**src/rtl/mco_pkg.sv**
```systemverilog
package mco_pkg;

    localparam int MCO_MAX_LEN = 256;
    localparam int BASE_W      = 8;
    localparam int OUT_LEN_W   = 9;
    localparam int OUT_IDX_W   = 8;

    localparam logic [BASE_W-1:0] BASE_A = 8'h41;
    localparam logic [BASE_W-1:0] BASE_C = 8'h43;
    localparam logic [BASE_W-1:0] BASE_G = 8'h47;
    localparam logic [BASE_W-1:0] BASE_T = 8'h54;

    localparam logic REQ_FIRST  = 1'b0;
    localparam logic REQ_SECOND = 1'b1;

    function automatic logic pairs(input logic [BASE_W-1:0] x, input logic [BASE_W-1:0] y);
        pairs = (x == BASE_A && y == BASE_T) || (x == BASE_T && y == BASE_A) ||
                (x == BASE_C && y == BASE_G) || (x == BASE_G && y == BASE_C);
    endfunction

endpackage

```
**src/rtl/mco_cell.sv**
```systemverilog
module mco_cell import mco_pkg::*; #(
    parameter int P  = 0,
    parameter int IW = 8,
    parameter int LW = 9
) (
    input  logic              i_clk,
    input  logic              i_rst_n,
    input  logic              i_clr,
    input  logic              i_we,
    input  logic [BASE_W-1:0] i_wbase,
    input  logic [LW-1:0]     i_first_len,
    input  logic              i_iv,
    input  logic [BASE_W-1:0] i_ib,
    input  logic [IW-1:0]     i_iidx,
    input  logic [LW-1:0]     i_run,
    input  logic [IW-1:0]     i_run_f,
    input  logic [IW-1:0]     i_run_s,
    input  logic [LW-1:0]     i_best,
    input  logic [IW-1:0]     i_best_f,
    input  logic [IW-1:0]     i_best_s,
    output logic              o_iv,
    output logic [BASE_W-1:0] o_ib,
    output logic [IW-1:0]     o_iidx,
    output logic [LW-1:0]     o_run,
    output logic [IW-1:0]     o_run_f,
    output logic [IW-1:0]     o_run_s,
    output logic [LW-1:0]     o_best,
    output logic [IW-1:0]     o_best_f,
    output logic [IW-1:0]     o_best_s
);

    localparam logic [LW-1:0] POS_L = LW'(P);
    localparam logic [IW-1:0] POS_I = IW'(P);

    logic [BASE_W-1:0] r_base;
    logic              r_iv;
    logic [BASE_W-1:0] r_ib;
    logic [IW-1:0]     r_iidx;

    logic [LW-1:0] r_run, r_dl_run, n_run;
    logic [IW-1:0] r_run_f, r_dl_run_f, n_run_f;
    logic [IW-1:0] r_run_s, r_dl_run_s, n_run_s;
    logic [LW-1:0] r_best, r_dl_best, n_best;
    logic [IW-1:0] r_best_f, r_dl_best_f, n_best_f;
    logic [IW-1:0] r_best_s, r_dl_best_s, n_best_s;

    logic pair;

    always_comb begin
        pair     = r_iv && (POS_L < i_first_len) && pairs(r_base, r_ib);
        n_run    = i_run;
        n_run_f  = i_run_f;
        n_run_s  = i_run_s;
        n_best   = i_best;
        n_best_f = i_best_f;
        n_best_s = i_best_s;
        if (pair) begin
            if (i_run == '0) begin
                n_run_f = POS_I;
                n_run_s = r_iidx;
            end
            n_run = i_run + LW'(1);
        end else begin
            if (i_run > i_best) begin
                n_best   = i_run;
                n_best_f = i_run_f;
                n_best_s = i_run_s;
            end
            n_run = '0;
        end
    end

    always_ff @(posedge i_clk) begin
        if (i_we) begin
            r_base <= i_wbase;
        end
        r_ib   <= i_ib;
        r_iidx <= i_iidx;
    end

    always_ff @(posedge i_clk) begin
        if (!i_rst_n || i_clr) begin
            r_iv        <= 1'b0;
            r_run       <= '0;
            r_run_f     <= '0;
            r_run_s     <= '0;
            r_best      <= '0;
            r_best_f    <= '0;
            r_best_s    <= '0;
            r_dl_run    <= '0;
            r_dl_run_f  <= '0;
            r_dl_run_s  <= '0;
            r_dl_best   <= '0;
            r_dl_best_f <= '0;
            r_dl_best_s <= '0;
        end else begin
            r_iv        <= i_iv;
            r_run       <= n_run;
            r_run_f     <= n_run_f;
            r_run_s     <= n_run_s;
            r_best      <= n_best;
            r_best_f    <= n_best_f;
            r_best_s    <= n_best_s;
            r_dl_run    <= r_run;
            r_dl_run_f  <= r_run_f;
            r_dl_run_s  <= r_run_s;
            r_dl_best   <= r_best;
            r_dl_best_f <= r_best_f;
            r_dl_best_s <= r_best_s;
        end
    end

    // diagonal state passes through r_run and r_dl_run to the neighbour, the item through r_iv/r_ib only
    assign o_iv     = r_iv;
    assign o_ib     = r_ib;
    assign o_iidx   = r_iidx;
    assign o_run    = r_dl_run;
    assign o_run_f  = r_dl_run_f;
    assign o_run_s  = r_dl_run_s;
    assign o_best   = r_dl_best;
    assign o_best_f = r_dl_best_f;
    assign o_best_s = r_dl_best_s;

endmodule

```
**config.mk**
```make
export PLATFORM = sky130hd
export DESIGN_NAME = mco_cell
export DESIGN_NICKNAME = d
export VERILOG_FILES = /design/src/rtl/mco_pkg.sv /design/src/rtl/mco_cell.sv
export SDC_FILE = /design/constraint.sdc
export NUM_CORES = 1
export LEC_CHECK = 0
export ABC_AREA = 1
export BUFFER_PORTS_ARGS = -buffer_cell sky130_fd_sc_hd__buf_2
export CORE_ASPECT_RATIO = 0.8
export CORE_UTILIZATION = 53
export CTS_CLUSTER_DIAMETER = 200
export DETAILED_ROUTE_END_ITERATION = 6
export MAX_ROUTING_LAYER = met4
export PLACE_DENSITY = 0.84
export SLEW_MARGIN = 20
export SYNTH_ARGS = -nofsm -noshare
export SYNTH_HDL_FRONTEND = slang
export SYNTH_SLANG_ARGS = --single-unit
export TNS_END_PERCENT = 10
```
**constraint.sdc**
```tcl
create_clock -name i_clk -period 4.1 [get_ports i_clk]
set_input_delay 0.82 -clock i_clk [delete_from_list [all_inputs] [get_ports i_clk]]
set_output_delay 0.82 -clock i_clk [all_outputs]
set_load 0.01 [all_outputs]
```
==> metrics <==
register share of total power=43.9%; Die X=105 um; routed length per placed instance=around 12 um; worst slew pin tran=between 1 and 1.5 ns; maximum clock path buffer count=2; Leak=3.02 nW; sequential cell area=~2600 um2; arrival time worst endpoint=2.96 ns; Cells after Synth=between 500 and 600; final hold vios=0; post-CTS sizing=0; Worst-Skew Late Latency=0.50 ns; Reg clk slew, reported paths=around 0.060 ns; Avg Cell Area, Syn=approximately 8.3 um2; htree depth=4; multi-input logic area=~1400 um2; input/output buffers=154; Routed Antenna Nets=0; final worst slack=1.53 ns; Via-to-Cell Ratio=~4.6; Peak Freq=just under 400 MHz; number of warnings issued by yosys=0; most common cell after layout, fill and taps aside=buf_2; Final period util=62.7%; RSZ-0062 raised after global routing=no; fin crit period=2.57 ns; Worst VDD drop=0.000346 V; WHS Path Cells=2; Hold Path End=o_run_s[4]$_SDFF_PP0_; total wire length=slightly below 10000 um; R2R cell count=8; Internal Power=2.25 mW; Net Sw Frac=a little under a quarter; vias in the first global route=about 3500; Clk network pwr share=around half; TritonCTS clock tree=done; Fin Setup TNS=0 ns; initial antenna violation count=0; DR iter-0 viols=150; P&R area growth vs syn=29.9%; final instance area=between 5000 and 6000 um2; FF-to-FF End=r_best_f[6]$_SDFF_PP0_; Slew Limit Fails=0; status=finished, final reports clean; top cell type's share of synthesized area=roughly half; root buf cell=clkbuf_8; sequential share of the synthesized area=between 50% and 60%; layout cells sized above 1=~28%; standard cell core area=8090 um2; crit end category=register; P_sw=slightly below 0.7 mW; synthesized area=around 4500 um2; CP Data Required Time=4.49 ns; Post-DP Area=approximately 5300 um2; first-pass GRT wire length=about 16000 um; r2r setup slk=between 2 and 2.5 ns; gr ovfl total=0; drt drc=0; hold_sp=r_run_s[4]$_SDFF_PP0_; Num CTS Buffers=17; top cells by area, synth=dfxtp_1 52%, nor2_1 9.9%, inv_1 8.7%; All-Layer GR Usage=23.5%; drt first pass iters=5; num rows=29; Slew Limit Headroom=between 20% and 30%; hold_buf cts=0; starting density of the core=a little under three fifths; reg-to-reg startpoint=r_base[3]$_DFFE_PP_; HPWL Detailed=around 6600 um; Antenna Cells=0; hold_ws=0.407 ns; worst min-delay path category=register to register; Max Cap Viol=0; Startpoint Class=input pin; kind of critical path=input pin to register; DIE AREA=8890 um2; Place WS=around 1.1 ns; commonest non-fill, non-tap cells in the layout=154 x buf_2, 118 x nor2_1, 117 x dfxtp_1; count of cell types in the netlist=27; IO Pins=roughly 160; PwrDens=between 500 and 600 nW/um2; CP max FO=50; gpl congestion=approximately 0.84; clock tree sinks=125; Clock Skew=0.00773 ns; largest area contributor in the netlist=dfxtp_1; Post-CTS Setup Repair Bufs=0; fin nets=approximately 800; synthesized flop and latch total=approximately 130; Vias=~3800; setup violators final=0; Syn Nets=643; largest net degree at the start of global routing=51; Comb pwr share=under 10%; chip height=~85 um; Fill cells=between 600 and 700
==> stage by stage <==
| stage | util (%) | power [mW] | std cells |
|---|---|---|---|
| floorplan | - | 1.45 | 544 |
| global placement | 65.4 | 1.53 | 787 |
| detailed placement | 65.4 | 1.53 | 787 |
| CTS | 72.4 | 2.95 | 819 |
| global route | 72.4 | 3.05 | 819 |
| finish | 72.4 | 2.94 | 819 |
==> metal layers <==
layer / global-route usage, % / routed length [um]
met1: 27.3 / 4280
met2: 39.1 / 4870
met3: 5.59 / 612
met4: 9.99 / 77
met5: - / 0
==> state kept, by name, indices dropped and copies added, names as in the netlist <==
signal    flops
r_best_f      8
o_run         9
o_ib          8
o_iv          1
r_best_s      8
r_best        9
o_run_f       8
o_iidx        8
o_best_s      8
o_run_s       8
o_best_f      8
r_base        8
r_run_s       8
r_run_f       8
r_run         9
o_best        9
==> cell type report <==
type	count	share of cell area (%)
Clock inverter	13	2.39
Multi-Input combinational cell	291	23.6
Clock buffer	19	7.37
Inverter	107	6.85
Sequential cell	125	44.1
Tap cell	108	2.31
Timing Repair Buffer	156	13.4
==> synth_stat cells, drive strengths merged <==
| library cell | instances |
|---|---|
| nor3b | 1 |
| xor2 | 6 |
| a21boi | 1 |
| clkbuf | 5 |
| a21oi | 28 |
| nor2 | 122 |
| edfxtp | 8 |
| buf | 16 |
| nor3 | 5 |
| ha | 11 |
| or2 | 1 |
| nand4 | 1 |
| inv | 106 |
| nand2 | 68 |
| xnor2 | 1 |
| clkinv | 1 |
| o21bai | 1 |
| nand3 | 45 |
| dfxtp | 117 |
==> cell families (layout without fill, tap and decap cells) <==
group / count (synthesis) / in the layout / synth area share [%]
and+or+nand+nor: 243 / 243 / 22.6
DFF: 125 / 125 / 57.2
xor gates and xnor gates: 7 / 7 / 1.36
buffers and inverters: 128 / 295 / 12.3
AOI/OAI and AO/OA: 30 / 30 / 3.52
adders and majority gates: 11 / 11 / 3.05
==> worst max path at each step <==
stage                             end  cells after the start       from  slack [ns]
2_1_floorplan  r_best_s[0]$_SDFF_PP0_                     11  i_best[2]        1.95
6_report       r_best_f[6]$_SDFF_PP0_                     11   i_run[8]        1.53
5_1_grt        r_best_s[6]$_SDFF_PP0_                     12  i_best[8]        1.38
3_5_place_dp   r_best_f[2]$_SDFF_PP0_                     11   i_run[8]        1.10
4_1_cts        r_best_f[6]$_SDFF_PP0_                     11   i_run[8]        1.57
3_3_place_gp   r_best_s[5]$_SDFF_PP0_                     10   i_run[2]        1.22
==> power groups by stage <==
stage               Combinational (mW)  Clock, mW  Sequential (mW)
global placement                 0.211          0             1.32
finish                           0.221       1.43             1.29
global route                     0.248       1.50             1.30
detailed placement               0.217          0             1.32
CTS                              0.221       1.44             1.29
floorplan                        0.132          0             1.32
==> worst max-delay path: stages <==
cell and delay [ns]:
buf_2 0.13, ha_1 0.30, nand2_1 0.09, nor2_2 0.15
nand2_1 0.11, a21oi_2 0.12, nor2_1 0.08, nor2_4 0.81
nand3_1 0.20, nand2_1 0.12, nor2_1 0.04
Note: power is estimated with default switching activity, not from simulation.
